File: src/rtl/extended_euclid_mod_inverse_macros.svh
// Assertion macros shared by the extended Euclid modular inverse RTL.
`ifndef EXTENDED_EUCLID_MOD_INVERSE_MACROS_SVH
`define EXTENDED_EUCLID_MOD_INVERSE_MACROS_SVH

`ifndef SYNTHESIS

// Consequent must hold in the same cycle as the antecedent.
`define EEMI_ASSERT_IMPL(name, clk_s, rst_s, ante, cons, msg) \
  name: assert property (@(posedge clk_s) disable iff (rst_s) (ante) |-> (cons)) \
    else $error(msg);

// Consequent must hold in the cycle after the antecedent.
`define EEMI_ASSERT_NEXT(name, clk_s, rst_s, ante, cons, msg) \
  name: assert property (@(posedge clk_s) disable iff (rst_s) (ante) |=> (cons)) \
    else $error(msg);

`else

`define EEMI_ASSERT_IMPL(name, clk_s, rst_s, ante, cons, msg)

`define EEMI_ASSERT_NEXT(name, clk_s, rst_s, ante, cons, msg)

`endif

`endif

File: src/rtl/eemi_pkg.sv
// Package with the microcode format, control codes and program of the inverse block.
`timescale 1ns / 1ps
`default_nettype none

package eemi_pkg;

  localparam int PC_W = 4;

  typedef logic [PC_W-1:0] upc_t;
  typedef logic [3:0]      uop_t;
  typedef logic [3:0]      ucond_t;

  // Datapath operations.
  localparam uop_t OP_NOP       = 4'd0;
  localparam uop_t OP_LOAD      = 4'd1;
  localparam uop_t OP_DIV_GO    = 4'd2;
  localparam uop_t OP_FWD_STEP  = 4'd3;
  localparam uop_t OP_RD_DEC    = 4'd4;
  localparam uop_t OP_MUL_GO    = 4'd5;
  localparam uop_t OP_BWD_STEP  = 4'd6;
  localparam uop_t OP_INV_LOAD  = 4'd7;
  localparam uop_t OP_INV_ADD_M = 4'd8;
  localparam uop_t OP_INV_SUB_M = 4'd9;
  localparam uop_t OP_EMIT      = 4'd10;

  // Jump conditions.
  localparam ucond_t C_NEVER       = 4'd0;
  localparam ucond_t C_ALWAYS      = 4'd1;
  localparam ucond_t C_NO_START    = 4'd2;
  localparam ucond_t C_FWD_DONE    = 4'd3;
  localparam ucond_t C_DIV_BUSY    = 4'd4;
  localparam ucond_t C_N_ZERO      = 4'd5;
  localparam ucond_t C_MUL_BUSY    = 4'd6;
  localparam ucond_t C_NOT_OK      = 4'd7;
  localparam ucond_t C_INV_NONNEG  = 4'd8;
  localparam ucond_t C_INV_BELOW_M = 4'd9;
  localparam ucond_t C_OUT_BUSY    = 4'd10;

  // Program addresses.
  localparam upc_t S_IDLE  = 4'd0;
  localparam upc_t S_FTEST = 4'd1;
  localparam upc_t S_DGO   = 4'd2;
  localparam upc_t S_DWAIT = 4'd3;
  localparam upc_t S_FUPD  = 4'd4;
  localparam upc_t S_BTEST = 4'd5;
  localparam upc_t S_BREAD = 4'd6;
  localparam upc_t S_MGO   = 4'd7;
  localparam upc_t S_MWAIT = 4'd8;
  localparam upc_t S_BUPD  = 4'd9;
  localparam upc_t S_INVLD = 4'd10;
  localparam upc_t S_NEGT  = 4'd11;
  localparam upc_t S_ADDM  = 4'd12;
  localparam upc_t S_GEM   = 4'd13;
  localparam upc_t S_SUBM  = 4'd14;
  localparam upc_t S_EMIT  = 4'd15;

  typedef struct packed {
    uop_t   op;
    ucond_t cond;
    upc_t   target;
  } uword_t;

  typedef struct packed {
    uop_t op;
  } ctrl_t;

  typedef struct packed {
    logic start;
    logic fwd_done;
    logic div_busy;
    logic n_zero;
    logic mul_busy;
    logic not_ok;
    logic inv_neg;
    logic inv_ge_m;
    logic out_busy;
  } stat_t;

  // The control store. A taken condition jumps to target, otherwise the
  // step counter advances; from the last step it wraps to the idle step.
  function automatic uword_t ucode(input upc_t pc);
    uword_t w;
    case (pc)
      S_IDLE:  w = '{OP_LOAD,      C_NO_START,    S_IDLE};
      S_FTEST: w = '{OP_NOP,       C_FWD_DONE,    S_BTEST};
      S_DGO:   w = '{OP_DIV_GO,    C_NEVER,       S_IDLE};
      S_DWAIT: w = '{OP_NOP,       C_DIV_BUSY,    S_DWAIT};
      S_FUPD:  w = '{OP_FWD_STEP,  C_ALWAYS,      S_FTEST};
      S_BTEST: w = '{OP_NOP,       C_N_ZERO,      S_INVLD};
      S_BREAD: w = '{OP_RD_DEC,    C_NEVER,       S_IDLE};
      S_MGO:   w = '{OP_MUL_GO,    C_NEVER,       S_IDLE};
      S_MWAIT: w = '{OP_NOP,       C_MUL_BUSY,    S_MWAIT};
      S_BUPD:  w = '{OP_BWD_STEP,  C_ALWAYS,      S_BTEST};
      S_INVLD: w = '{OP_INV_LOAD,  C_NOT_OK,      S_EMIT};
      S_NEGT:  w = '{OP_NOP,       C_INV_NONNEG,  S_GEM};
      S_ADDM:  w = '{OP_INV_ADD_M, C_ALWAYS,      S_NEGT};
      S_GEM:   w = '{OP_NOP,       C_INV_BELOW_M, S_EMIT};
      S_SUBM:  w = '{OP_INV_SUB_M, C_ALWAYS,      S_GEM};
      S_EMIT:  w = '{OP_EMIT,      C_OUT_BUSY,    S_EMIT};
      default: w = '{OP_NOP,       C_ALWAYS,      S_IDLE};
    endcase
    return w;
  endfunction

endpackage

`default_nettype wire

File: src/rtl/eemi_if.sv
// Valid/ready channel interfaces for the element input and the result output.
`timescale 1ns / 1ps
`default_nettype none

interface eemi_in_if #(parameter int WIDTH = 32) ();
  logic             valid;
  logic             ready;
  logic [WIDTH-1:0] element;

  modport source (output valid, output element, input ready);
  modport sink (input valid, input element, output ready);
endinterface

interface eemi_out_if #(parameter int WIDTH = 32) ();
  logic                    valid;
  logic                    ready;
  logic [WIDTH-1:0]        gcd_value;
  logic signed [WIDTH:0]   coef_s;
  logic signed [WIDTH:0]   coef_t;
  logic [WIDTH-1:0]        inverse;
  logic                    has_inverse;

  modport source (output valid, output gcd_value, output coef_s, output coef_t,
                  output inverse, output has_inverse, input ready);
  modport sink (input valid, input gcd_value, input coef_s, input coef_t,
                input inverse, input has_inverse, output ready);
endinterface

`default_nettype wire

File: src/rtl/eemi_div.sv
// Restoring divider that produces one quotient bit per cycle.
`timescale 1ns / 1ps
`default_nettype none

module eemi_div #(
  parameter int WIDTH = 32
) (
  input  wire logic             clk,
  input  wire logic             rst,
  input  wire logic             start,
  input  wire logic [WIDTH-1:0] num,
  input  wire logic [WIDTH-1:0] den,
  output logic                  busy,
  output logic [WIDTH-1:0]      quo,
  output logic [WIDTH-1:0]      rem
);

  localparam int CW = $clog2(WIDTH + 1);

  logic [CW-1:0]    cnt;
  logic [WIDTH-1:0] den_r;
  logic [WIDTH:0]   trial;
  logic [WIDTH:0]   diff;

  assign busy  = (cnt != '0);
  assign trial = {rem, quo[WIDTH-1]};
  assign diff  = trial - {1'b0, den_r};

  always_ff @(posedge clk) begin
    if (rst) begin
      cnt <= '0;
    end else if (start) begin
      cnt <= CW'(WIDTH);
    end else if (busy) begin
      cnt <= cnt - CW'(1);
    end
  end

  // The numerator shifts out of quo while quotient bits shift in.
  always_ff @(posedge clk) begin
    if (start) begin
      quo   <= num;
      rem   <= '0;
      den_r <= den;
    end else if (busy) begin
      if (!diff[WIDTH]) begin
        rem <= diff[WIDTH-1:0];
        quo <= {quo[WIDTH-2:0], 1'b1};
      end else begin
        rem <= trial[WIDTH-1:0];
        quo <= {quo[WIDTH-2:0], 1'b0};
      end
    end
  end

endmodule

`default_nettype wire

File: src/rtl/eemi_mul.sv
// Shift-and-add multiplier, modulo 2^(WIDTH+1), that stops once the multiplier is spent.
`timescale 1ns / 1ps
`default_nettype none

module eemi_mul #(
  parameter int WIDTH = 32
) (
  input  wire logic             clk,
  input  wire logic             rst,
  input  wire logic             start,
  input  wire logic [WIDTH:0]   mcand,
  input  wire logic [WIDTH-1:0] mplier,
  output logic                  busy,
  output logic [WIDTH:0]        prod
);

  logic [WIDTH:0]   mc;
  logic [WIDTH-1:0] mp;

  assign busy = (mp != '0);

  always_ff @(posedge clk) begin
    if (rst) begin
      mp <= '0;
    end else if (start) begin
      mp <= mplier;
    end else if (busy) begin
      mp <= mp >> 1;
    end
  end

  always_ff @(posedge clk) begin
    if (start) begin
      mc   <= mcand;
      prod <= '0;
    end else if (busy) begin
      mc <= {mc[WIDTH-1:0], 1'b0};
      if (mp[0]) begin
        prod <= prod + mc;
      end
    end
  end

endmodule

`default_nettype wire

File: src/rtl/eemi_dp.sv
// Datapath: operand and coefficient registers, quotient store, arithmetic units and result register.
`timescale 1ns / 1ps
`default_nettype none

`include "extended_euclid_mod_inverse_macros.svh"

module eemi_dp
  import eemi_pkg::*;
#(
  parameter int WIDTH = 32
) (
  input  wire logic             clk,
  input  wire logic             rst,
  input  wire ctrl_t            ctrl,
  input  wire logic [WIDTH-1:0] modulus,
  output stat_t                 stat,
  eemi_in_if.sink               req,
  eemi_out_if.source            rsp
);

  localparam int QDEPTH = 2 * WIDTH + 4;
  localparam int QAW    = $clog2(QDEPTH);
  localparam int NW     = $clog2(QDEPTH + 1);

  logic [WIDTH-1:0] x;
  logic [WIDTH-1:0] y;
  logic [WIDTH:0]   s;
  logic [WIDTH:0]   t;
  logic [WIDTH:0]   inv;
  logic [NW-1:0]    n;
  logic [NW-1:0]    n_dec;
  logic [WIDTH-1:0] q_rd;
  logic [WIDTH-1:0] qmem [QDEPTH];

  logic             div_busy;
  logic [WIDTH-1:0] div_quo;
  logic [WIDTH-1:0] div_rem;
  logic             mul_busy;
  logic [WIDTH:0]   mul_prod;

  logic             out_valid;
  logic             out_busy;
  logic             gcd_one;

  assign n_dec    = n - NW'(1);
  assign gcd_one  = (y == WIDTH'(1));
  assign out_busy = out_valid && !rsp.ready;

  assign req.ready = (ctrl.op == OP_LOAD);
  assign rsp.valid = out_valid;

  assign stat.start    = req.valid;
  assign stat.fwd_done = (x == '0) || (n == NW'(QDEPTH));
  assign stat.div_busy = div_busy;
  assign stat.n_zero   = (n == '0);
  assign stat.mul_busy = mul_busy;
  assign stat.not_ok   = !gcd_one || (modulus == '0);
  assign stat.inv_neg  = inv[WIDTH];
  assign stat.inv_ge_m = (inv >= {1'b0, modulus});
  assign stat.out_busy = out_busy;

  eemi_div #(.WIDTH(WIDTH)) u_div (
    .clk   (clk),
    .rst   (rst),
    .start (ctrl.op == OP_DIV_GO),
    .num   (y),
    .den   (x),
    .busy  (div_busy),
    .quo   (div_quo),
    .rem   (div_rem)
  );

  eemi_mul #(.WIDTH(WIDTH)) u_mul (
    .clk    (clk),
    .rst    (rst),
    .start  (ctrl.op == OP_MUL_GO),
    .mcand  (s),
    .mplier (q_rd),
    .busy   (mul_busy),
    .prod   (mul_prod)
  );

  // Quotients are recorded on the way down and replayed in reverse order.
  always_ff @(posedge clk) begin
    if (ctrl.op == OP_FWD_STEP) begin
      qmem[n[QAW-1:0]] <= div_quo;
    end
    if (ctrl.op == OP_RD_DEC) begin
      q_rd <= qmem[n_dec[QAW-1:0]];
    end
  end

  always_ff @(posedge clk) begin
    if (rst) begin
      n <= '0;
    end else begin
      case (ctrl.op)
        OP_LOAD:     if (req.valid) n <= '0;
        OP_FWD_STEP: n <= n + NW'(1);
        OP_RD_DEC:   n <= n_dec;
        default:     n <= n;
      endcase
    end
  end

  always_ff @(posedge clk) begin
    case (ctrl.op)
      OP_LOAD: begin
        if (req.valid) begin
          x <= req.element;
          y <= modulus;
          s <= '0;
          t <= (WIDTH + 1)'(1);
        end
      end
      OP_FWD_STEP: begin
        y <= x;
        x <= div_rem;
      end
      OP_BWD_STEP: begin
        s <= t - mul_prod;
        t <= s;
      end
      OP_INV_LOAD:  inv <= s;
      OP_INV_ADD_M: inv <= inv + {1'b0, modulus};
      OP_INV_SUB_M: inv <= inv - {1'b0, modulus};
      default: begin
      end
    endcase
  end

  always_ff @(posedge clk) begin
    if (rst) begin
      out_valid <= 1'b0;
    end else if (ctrl.op == OP_EMIT && !out_busy) begin
      out_valid <= 1'b1;
    end else if (rsp.ready) begin
      out_valid <= 1'b0;
    end
  end

  always_ff @(posedge clk) begin
    if (ctrl.op == OP_EMIT && !out_busy) begin
      rsp.gcd_value   <= y;
      rsp.coef_s      <= s;
      rsp.coef_t      <= t;
      rsp.has_inverse <= gcd_one;
      // The reduced coefficient only means something when an inverse exists.
      if (gcd_one && modulus != '0) begin
        rsp.inverse <= inv[WIDTH-1:0];
      end else begin
        rsp.inverse <= '0;
      end
    end
  end

  `EEMI_ASSERT_IMPL(a_div_nonzero, clk, rst, ctrl.op == OP_DIV_GO, x != '0, "divider started with a zero divisor")
  `EEMI_ASSERT_IMPL(a_qmem_bound, clk, rst, ctrl.op == OP_FWD_STEP, n < NW'(QDEPTH), "quotient store overrun")
  `EEMI_ASSERT_IMPL(a_qmem_under, clk, rst, ctrl.op == OP_RD_DEC, n != '0, "quotient store read below its base")
  `EEMI_ASSERT_IMPL(a_mul_idle, clk, rst, ctrl.op == OP_MUL_GO, !mul_busy && !div_busy, "multiplier started while an arithmetic unit is busy")

endmodule

`default_nettype wire

File: src/rtl/eemi_seq.sv
// Microcode sequencer: step counter, control store lookup and conditional jumps.
`timescale 1ns / 1ps
`default_nettype none

module eemi_seq
  import eemi_pkg::*;
(
  input  wire logic  clk,
  input  wire logic  rst,
  input  wire stat_t stat,
  output ctrl_t      ctrl
);

  upc_t   pc;
  upc_t   pc_next;
  uword_t uw;
  logic   take;

  assign uw      = ucode(pc);
  assign ctrl.op = uw.op;

  always_comb begin
    case (uw.cond)
      C_NEVER:       take = 1'b0;
      C_ALWAYS:      take = 1'b1;
      C_NO_START:    take = !stat.start;
      C_FWD_DONE:    take = stat.fwd_done;
      C_DIV_BUSY:    take = stat.div_busy;
      C_N_ZERO:      take = stat.n_zero;
      C_MUL_BUSY:    take = stat.mul_busy;
      C_NOT_OK:      take = stat.not_ok;
      C_INV_NONNEG:  take = !stat.inv_neg;
      C_INV_BELOW_M: take = !stat.inv_ge_m;
      C_OUT_BUSY:    take = stat.out_busy;
      default:       take = 1'b0;
    endcase
  end

  // The increment past the last step wraps to the idle step.
  assign pc_next = take ? uw.target : pc + upc_t'(1);

  always_ff @(posedge clk) begin
    if (rst) begin
      pc <= S_IDLE;
    end else begin
      pc <= pc_next;
    end
  end

endmodule

`default_nettype wire

File: src/rtl/extended_euclid_mod_inverse.sv
// Top level of the extended Euclidean modular inverse block.
`timescale 1ns / 1ps
`default_nettype none

// For each element a, the block finds g = gcd(a, m) against the modulus m held in the
// configuration register (reset value 2) together with Bezout coefficients s and t, with
// g = a*s + m*t, and gives the inverse s mod m when g is 1 and m is nonzero (zero
// otherwise). Items are processed one at a time: the forward division steps, then a
// multiplication for each quotient on the way back, then the reduction of the inverse
// into range. Each division runs the restoring divider, which yields one quotient bit per
// cycle. A finished result waits in its output register while the next element is taken
// in. Write the modulus only while no element is in flight.
module extended_euclid_mod_inverse
  import eemi_pkg::*;
#(
  parameter int WIDTH = 32
) (
  input  wire logic             clk,
  input  wire logic             rst,
  input  wire logic             cfg_we,
  input  wire logic [WIDTH-1:0] cfg_data,
  eemi_in_if.sink               req,
  eemi_out_if.source            rsp
);

  logic [WIDTH-1:0] modulus;
  ctrl_t            ctrl;
  stat_t            stat;

  always_ff @(posedge clk) begin
    if (rst) begin
      modulus <= WIDTH'(2);
    end else if (cfg_we) begin
      modulus <= cfg_data;
    end
  end

  eemi_seq u_seq (
    .clk  (clk),
    .rst  (rst),
    .stat (stat),
    .ctrl (ctrl)
  );

  eemi_dp #(.WIDTH(WIDTH)) u_dp (
    .clk     (clk),
    .rst     (rst),
    .ctrl    (ctrl),
    .modulus (modulus),
    .stat    (stat),
    .req     (req),
    .rsp     (rsp)
  );

endmodule

`default_nettype wire
File: src/flat_wrapper.sv
// flat-port wrapper written by rule: the top's interface ports become plain ports
module extended_euclid_mod_inverse_flat import eemi_pkg::*;
#(
  parameter int WIDTH = 32
)
  (clk, rst, cfg_we, cfg_data, req_valid, req_element, req_ready, rsp_valid, rsp_gcd_value, rsp_coef_s, rsp_coef_t, rsp_inverse, rsp_has_inverse, rsp_ready);
  eemi_in_if #(.WIDTH(WIDTH)) req_i ();
  eemi_out_if #(.WIDTH(WIDTH)) rsp_i ();
  input  wire logic clk;
  input  wire logic rst;
  input  wire logic cfg_we;
  input  wire logic [WIDTH-1:0] cfg_data;
  input wire logic [$bits(req_i.valid)-1:0] req_valid;
  input wire logic [$bits(req_i.element)-1:0] req_element;
  output wire logic [$bits(req_i.ready)-1:0] req_ready;
  output wire logic [$bits(rsp_i.valid)-1:0] rsp_valid;
  output wire logic [$bits(rsp_i.gcd_value)-1:0] rsp_gcd_value;
  output wire logic [$bits(rsp_i.coef_s)-1:0] rsp_coef_s;
  output wire logic [$bits(rsp_i.coef_t)-1:0] rsp_coef_t;
  output wire logic [$bits(rsp_i.inverse)-1:0] rsp_inverse;
  output wire logic [$bits(rsp_i.has_inverse)-1:0] rsp_has_inverse;
  input wire logic [$bits(rsp_i.ready)-1:0] rsp_ready;
  assign req_i.valid = req_valid;
  assign req_i.element = req_element;
  assign req_ready = req_i.ready;
  assign rsp_valid = rsp_i.valid;
  assign rsp_gcd_value = rsp_i.gcd_value;
  assign rsp_coef_s = rsp_i.coef_s;
  assign rsp_coef_t = rsp_i.coef_t;
  assign rsp_inverse = rsp_i.inverse;
  assign rsp_has_inverse = rsp_i.has_inverse;
  assign rsp_i.ready = rsp_ready;
  extended_euclid_mod_inverse #(.WIDTH(WIDTH)) u_core (.clk(clk), .rst(rst), .cfg_we(cfg_we), .cfg_data(cfg_data), .req(req_i), .rsp(rsp_i));
endmodule
File: config.mk
export PLATFORM = sky130hd
export DESIGN_NAME = extended_euclid_mod_inverse_flat
export DESIGN_NICKNAME = d
export VERILOG_FILES = /design/src/rtl/eemi_pkg.sv /design/src/rtl/eemi_if.sv /design/src/rtl/eemi_div.sv /design/src/rtl/eemi_mul.sv /design/src/rtl/eemi_dp.sv /design/src/rtl/eemi_seq.sv /design/src/rtl/extended_euclid_mod_inverse.sv /design/src/flat_wrapper.sv
export VERILOG_INCLUDE_DIRS = /design/src /design/src/rtl
export SDC_FILE = /design/constraint.sdc
export NUM_CORES = 2
export LEC_CHECK = 0
export BUFFER_PORTS_ARGS = -buffer_cell sky130_fd_sc_hd__buf_2
export CAP_MARGIN = 10
export CELL_PAD_IN_SITES_DETAIL_PLACEMENT = 0
export CELL_PAD_IN_SITES_GLOBAL_PLACEMENT = 1
export CORE_MARGIN = 1
export CORE_UTILIZATION = 40
export CTS_CLUSTER_SIZE = 30
export DETAILED_ROUTE_END_ITERATION = 8
export PLACE_DENSITY_LB_ADDON = 0.1
export SETUP_SLACK_MARGIN = 0.4
export SKIP_CTS_REPAIR_TIMING = 1
export SLEW_MARGIN = 20
export SYNTH_ARGS = -nofsm -noshare
export SYNTH_HDL_FRONTEND = slang
export SYNTH_SLANG_ARGS = --single-unit
File: constraint.sdc
create_clock -name clk -period 9.6 [get_ports clk]
set_input_delay 0.48 -clock clk [delete_from_list [all_inputs] [get_ports clk]]
set_output_delay 0.48 -clock clk [all_outputs]
set_load 0.005 [all_outputs]
After elaboration in Yosys (flattened, before gate mapping)
Memory sizes are Yosys's and may differ from the RTL's. A register that Yosys moved wholly into a read port is not among the register bits. Cells that the tools add are included.

Add/sub/neg operators: 9. Order comparisons: 1. Equal/unequal tests: 23. Muxes and demuxes: 28. Reductions and logical operators: 29.

Operators with widths (number): 32-bit 2-to-1 mux (7); 33-bit 2-to-1 mux (4); 33-bit one-hot mux with 2 select lines (2); 32-bit one-hot mux with 2 select lines (2); 33-bit one-hot mux with 3 select lines (1); 33-bit by 32-bit subtractor with 33-bit output (2); 32-bit logical NOT (2); 32-bit nonzero test (2); 33-bit by 32-bit adder with 33-bit output (1); 33-bit adder (1); 33-bit by 32-bit greater-or-equal comparator with 1-bit output (1); 33-bit subtractor (1); 32-bit by 1-bit equality test with 1-bit output, second input constant (1); 4-bit by 3-bit equality test with 1-bit output, second input constant (8); 4-bit equality test, second input constant (6); 7-bit one-hot mux with 3 select lines (1); 4-bit by 2-bit equality test with 1-bit output, second input constant (4); 6-bit 2-to-1 mux (2); 1-bit one-hot mux with 10 select lines (1); 2-bit nonzero test (5); 4-bit by 1-bit equality test with 1-bit output, second input constant (2); 4-bit 2-to-1 mux (2); 2-bit AND reduction (4); 7-bit by 1-bit adder with 7-bit output, second input constant (1); 14 further kinds (27).

Flip-flop bits (word level): 538. RAM bits: 2176. Bits in read-only memories: 192. Input port bits: 69. Output and inout port bits: 133. Logic and storage cells: 114. Memories: 2.

Memory list: u_core.u_dp.qmem (words 68, width 32, read ports 1, clocked after memory_dff 1, wr ports 1, line eemi_dp.sv:33) `logic [WIDTH-1:0] qmem [QDEPTH];`; (name not given) (words 16, width 12, read ports 1, clocked after memory_dff 1, wr ports 0, line eemi_pkg.sv:83) `case (pc)`.

Depth between registers and ports, before layout
Depth in word-level cells: 6. Depth in mapped cells: 20. Mapped depth without buffers: 17.

Modules after synthesis
A second synthesis with hierarchy kept.

Cells, all modules: 6329. Area total of the unflattened synthesis: 114522.3 sq um.

Modules (own cells, without submodules): eemi_dp (instances 1, cells an instance 4954, area each 100652.8 sq um, seq. area each 75292.2 sq um); eemi_div (instances 1, cells an instance 616, area each 6189.7 sq um, seq. area each 2682.6 sq um); eemi_mul (instances 1, cells an instance 536, area each 5452.7 sq um, seq. area each 2292.2 sq um); extended_euclid_mod_inverse (instances 1, cells an instance 103, area each 1166.1 sq um, seq. area each 640.6 sq um); eemi_seq (instances 1, cells an instance 120, area each 1061.0 sq um, seq. area each 320.3 sq um).

Least setup slack after synthesis
Ideal clock, no wire load.

Path type: reg-to-reg. Start: register, netlist name u_core.u_seq.uw[9]. End: register u_core.u_dp.rsp.coef_s[0], enable pin. Library setup time: 0.507 ns. Data arrival time: 4.067 ns. Required time: 9.093 ns. Setup slack: 5.026 ns. Cell stages (with the launch flop): 5. Path buffers: 2. Period minus slack after synthesis: 4.574 ns. Cells stage by stage: dfxtp_1 -> nor2b_1 -> clkbuf_1 -> clkbuf_1 -> and3_1.

Longest elaborated chain between the ends: 2.

RTL lines: 4-bit equality test (line eemi_dp.sv:143) `if (ctrl.op == OP_EMIT && !out_busy) begin`; 1-bit logical AND (line eemi_dp.sv:143); to (signal assigned) (line eemi_dp.sv:145) `rsp.coef_s <= s;`; to (decl) (line eemi_if.sv:23) `modport source (output valid, output gcd_value, output coef_s, output coef_t,`.

No other way between the ends. A chain may end at the register's enable or synchronous reset.

Worst setup path after layout
Start: register u_core.u_dp.n[0]. End: register u_core.u_dp.q_rd[30], read port of u_core.u_dp.qmem (data pin).

Longest elaborated chain between the ends: 1.

RTL lines: from (decl) (line eemi_dp.sv:30) `logic [NW-1:0] n;`; from (signal assigned) (line eemi_dp.sv:99) `OP_FWD_STEP: n <= n + NW'(1);`; from (signal assigned) (line eemi_dp.sv:100) `OP_RD_DEC: n <= n_dec;`; from (signal assigned) (line eemi_dp.sv:101) `default: n <= n;`; 7-bit by 1-bit subtractor with 7-bit output (line eemi_dp.sv:45) `assign n_dec = n - NW'(1);`; to (decl) (line eemi_dp.sv:32) `logic [WIDTH-1:0] q_rd;`.

No other way between the ends.

==> run metrics <==
outcome=completed; Worst EP arrival=5.61 ns; Inserted Clock Buffers=300; Leak=42.09 nW; final setup vio count=0; dominant synthesized flop cell=edfxtp_1; DRT iter0 DRCs=6,941; Final Critical Period=4.960 ns; Nets=6,805; Die Span Y=533.1 um; f_max=201.6 MHz; syn_nets=6,368; Die Width=533.1 um; Syn. warnings=0; met2 Track Usage GR=0.3910; met1 usage=0.3439; pre-CTS setup slack=4.507 ns; Post-synth ARST share=0; drt pass-1 iters=6; first-pass GRT wire length=484,000 um; Mapped Area=112,800 um^2; core area=279,900 um^2; Worst-Skew Late Latency=0.93 ns; commonest non-fill, non-tap cells in the layout=edfxtp_1, mux4_2, nand2_1; vias per cell=5.760; vias in the first global route=59,890; clock sinks=2,758; commonest non-fill, non-tap cell in the layout=edfxtp_1; total congestion overflow=0; worst-path maximum fanout=42; GR Util met3=0.03979; Slew @ Worst Pin=1.170 ns; DRC=0; sequential cell area fraction in the yosys report=0.7198; Final GP Congestion=0.8298; PD cells=279.2 nW/um^2; syn_area_per_cell=18.43 um^2; Rel. slew slack=0.2199; gr busiest metal=met2; element type at the critical path end=register; Placed Cells=9,918; Top Ports=202; max_cap viols=0; placed instance area=119,400 um^2; Layout Cells excl Fill=10,540; CP Data Required Time=10.25 ns; Crit Path Category=reg2reg; Final Power=36.18 mW; Global Route Usage Sum=0.2449; HP Class=in2reg; Netlist cell types=94; worst-case clock buffer depth=4; Mapped Cells=6,123; Initial Util=0.4032; CTS tree=yes; antenna violations before repair=26; Port Buffers=201; period utilisation layout=0.5166; Site Rows=194; final hold viol count=0; largest net degree at the start of global routing=134; Peak VDD IR=0.3034 mV; Post-DP HPWL=195,900 um; Final ANT Viol Nets=0; RSZ-0062 raised after global routing=no; #FFs+latches synth=2,758; total negative setup slack=0 ns; Final WS setup=4.640 ns; Clock Pin Slew Worst Setup and Hold Paths=0.06 ns; Final Max Slew Viols=0; WL/cell=33.33 um; share of cells above drive strength 1=0.2421; clock skew=0.04482 ns; Syn-to-layout area delta=14.84%; vias after detailed routing=60,720; die area=284,200 um^2; Worst Setup Start Kind=register; Design Area, Final=129,600 um^2; Post-synth EDFFs=2,599; Max H-tree Level=5; drt total wl=351,400 um; Root Driver=clkbuf_16
cell usage after synthesis, types with 12 or more instances:
cell | count | area (um^2)
edfxtp_1 | 2599 | 78040
mux4_2 | 704 | 15860
nand2_1 | 505 | 1896
nor2_1 | 279 | 1047
clkbuf_1 | 212 | 795.8
a21oi_1 | 211 | 1056
ha_1 | 171 | 2140
dfxtp_1 | 159 | 3183
inv_1 | 156 | 585.6
o21ai_0 | 127 | 635.6
mux2i_1 | 92 | 920.9
a21o_1 | 62 | 465.5
xnor2_1 | 62 | 543.0
nor3_1 | 55 | 275.3
and3_1 | 45 | 281.5
and2_1 | 41 | 256.5
mux2_2 | 41 | 461.7
nor4_1 | 41 | 256.5
xor2_1 | 37 | 324.1
buf_2 | 36 | 180.2
nor2b_1 | 36 | 225.2
nand3_1 | 35 | 175.2
buf_1 | 33 | 123.9
nand2b_1 | 28 | 175.2
o21bai_1 | 28 | 210.2
a221o_1 | 23 | 230.2
a31oi_1 | 22 | 137.6
o21a_1 | 19 | 142.6
or3_1 | 19 | 118.9
a211oi_1 | 17 | 127.6
nand4_1 | 14 | 87.58
o221ai_1 | 13 | 113.9
o211ai_1 | 12 | 90.09
o22ai_1 | 12 | 75.07
o31ai_1 | 12 | 90.09
per-layer routing:
metal	part of all wire	up-vias
met4	0.032	6
li1	-	25540
met1	0.43	32480
met5	0.00011	-
met2	0.47	2222
met3	0.066	485
cell type report:
type                    instances  area [um^2]
fillers                     23880       150300
well taps                    3724         4659
diodes                         23        57.56
clock inverters               145         1470
clock buffers                 393         8064
repair buffers                424         2980
flip-flops and latches       2758        81230
inverters                     161        604.3
multi-input cells            2915        30530
worst max-delay path, cell delays in order, from the launching register on:
cell and delay (ns):
dfxtp_4 0.49, buf_4 0.58, buf_4 0.80, buf_4 0.81
mux4_2 0.59, mux4_2 0.53, mux4_2 0.48, mux2_2 0.27
power breakdown:
group	internal [mW]	total (mW)	switching, mW
clock	6.54	11.4	4.83
combinational	3.22	8.87	5.65
sequential	15.4	15.9	0.550
flip-flops by register name, summed over array words and instances (netlist names), 4 cells and up:
signal,cells
u_core.u_dp.u_mul.prod,33
u_core.u_dp.x,32
u_core.u_dp.u_mul.mp,32
u_core.u_dp.u_div.cnt,6
u_core.u_dp.u_div.quo,32
u_core.modulus,32
u_core.u_dp.rsp.gcd_value,32
u_core.u_dp.u_mul.mc,33
u_core.u_dp.u_div.rem,32
u_core.u_dp.inv,33
u_core.u_dp.rsp.inverse,32
u_core.u_dp.y,32
u_core.u_dp.n,7
u_core.u_dp.rsp.coef_t,33
u_core.u_dp.t,33
u_core.u_dp.rsp.coef_s,33
u_core.u_dp.q_rd,32
u_core.u_dp.u_div.den_r,32
u_core.u_dp.s,33
u_core.u_seq.pc,4
u_core.u_dp.qmem,2176
u_core.u_seq.uw,12
logic make-up after synthesis:
group,synth area share
AO/OA/AOI/OAI,0.03929
XOR/XNOR,0.007684
adder cells (fa/ha/maj),0.01985
buffers and inverters,0.01577
flip-flops,0.7198
multiplexers,0.1531
AND/OR/NAND/NOR,0.04453
stage by stage:
stage / hold WS, ns / util
after floorplan: 0.4264 / -
after global routing: 0.01309 / 0.4630
after CTS: -0.2393 / 0.4606
after global placement: 0.4484 / 0.4263
after detailed placement: 0.4476 / 0.4265
final: 0.02580 / 0.4631
path summary, 6_finish.rpt:
path	slack, ns	startpoint	depth (start not counted)	end
max	4.64	u_core.u_dp.n[0]	7	u_core.u_dp.q_rd[30]
min	0.03	rst	2	u_core.modulus[0]
max reg2reg	4.64	u_core.u_dp.n[0]	7	u_core.u_dp.q_rd[30]
min reg2reg	0.46	u_core.u_dp.u_mul.mp[24]	2	u_core.u_dp.u_mul.mp[23]
Power figures use the tool's default switching activity.
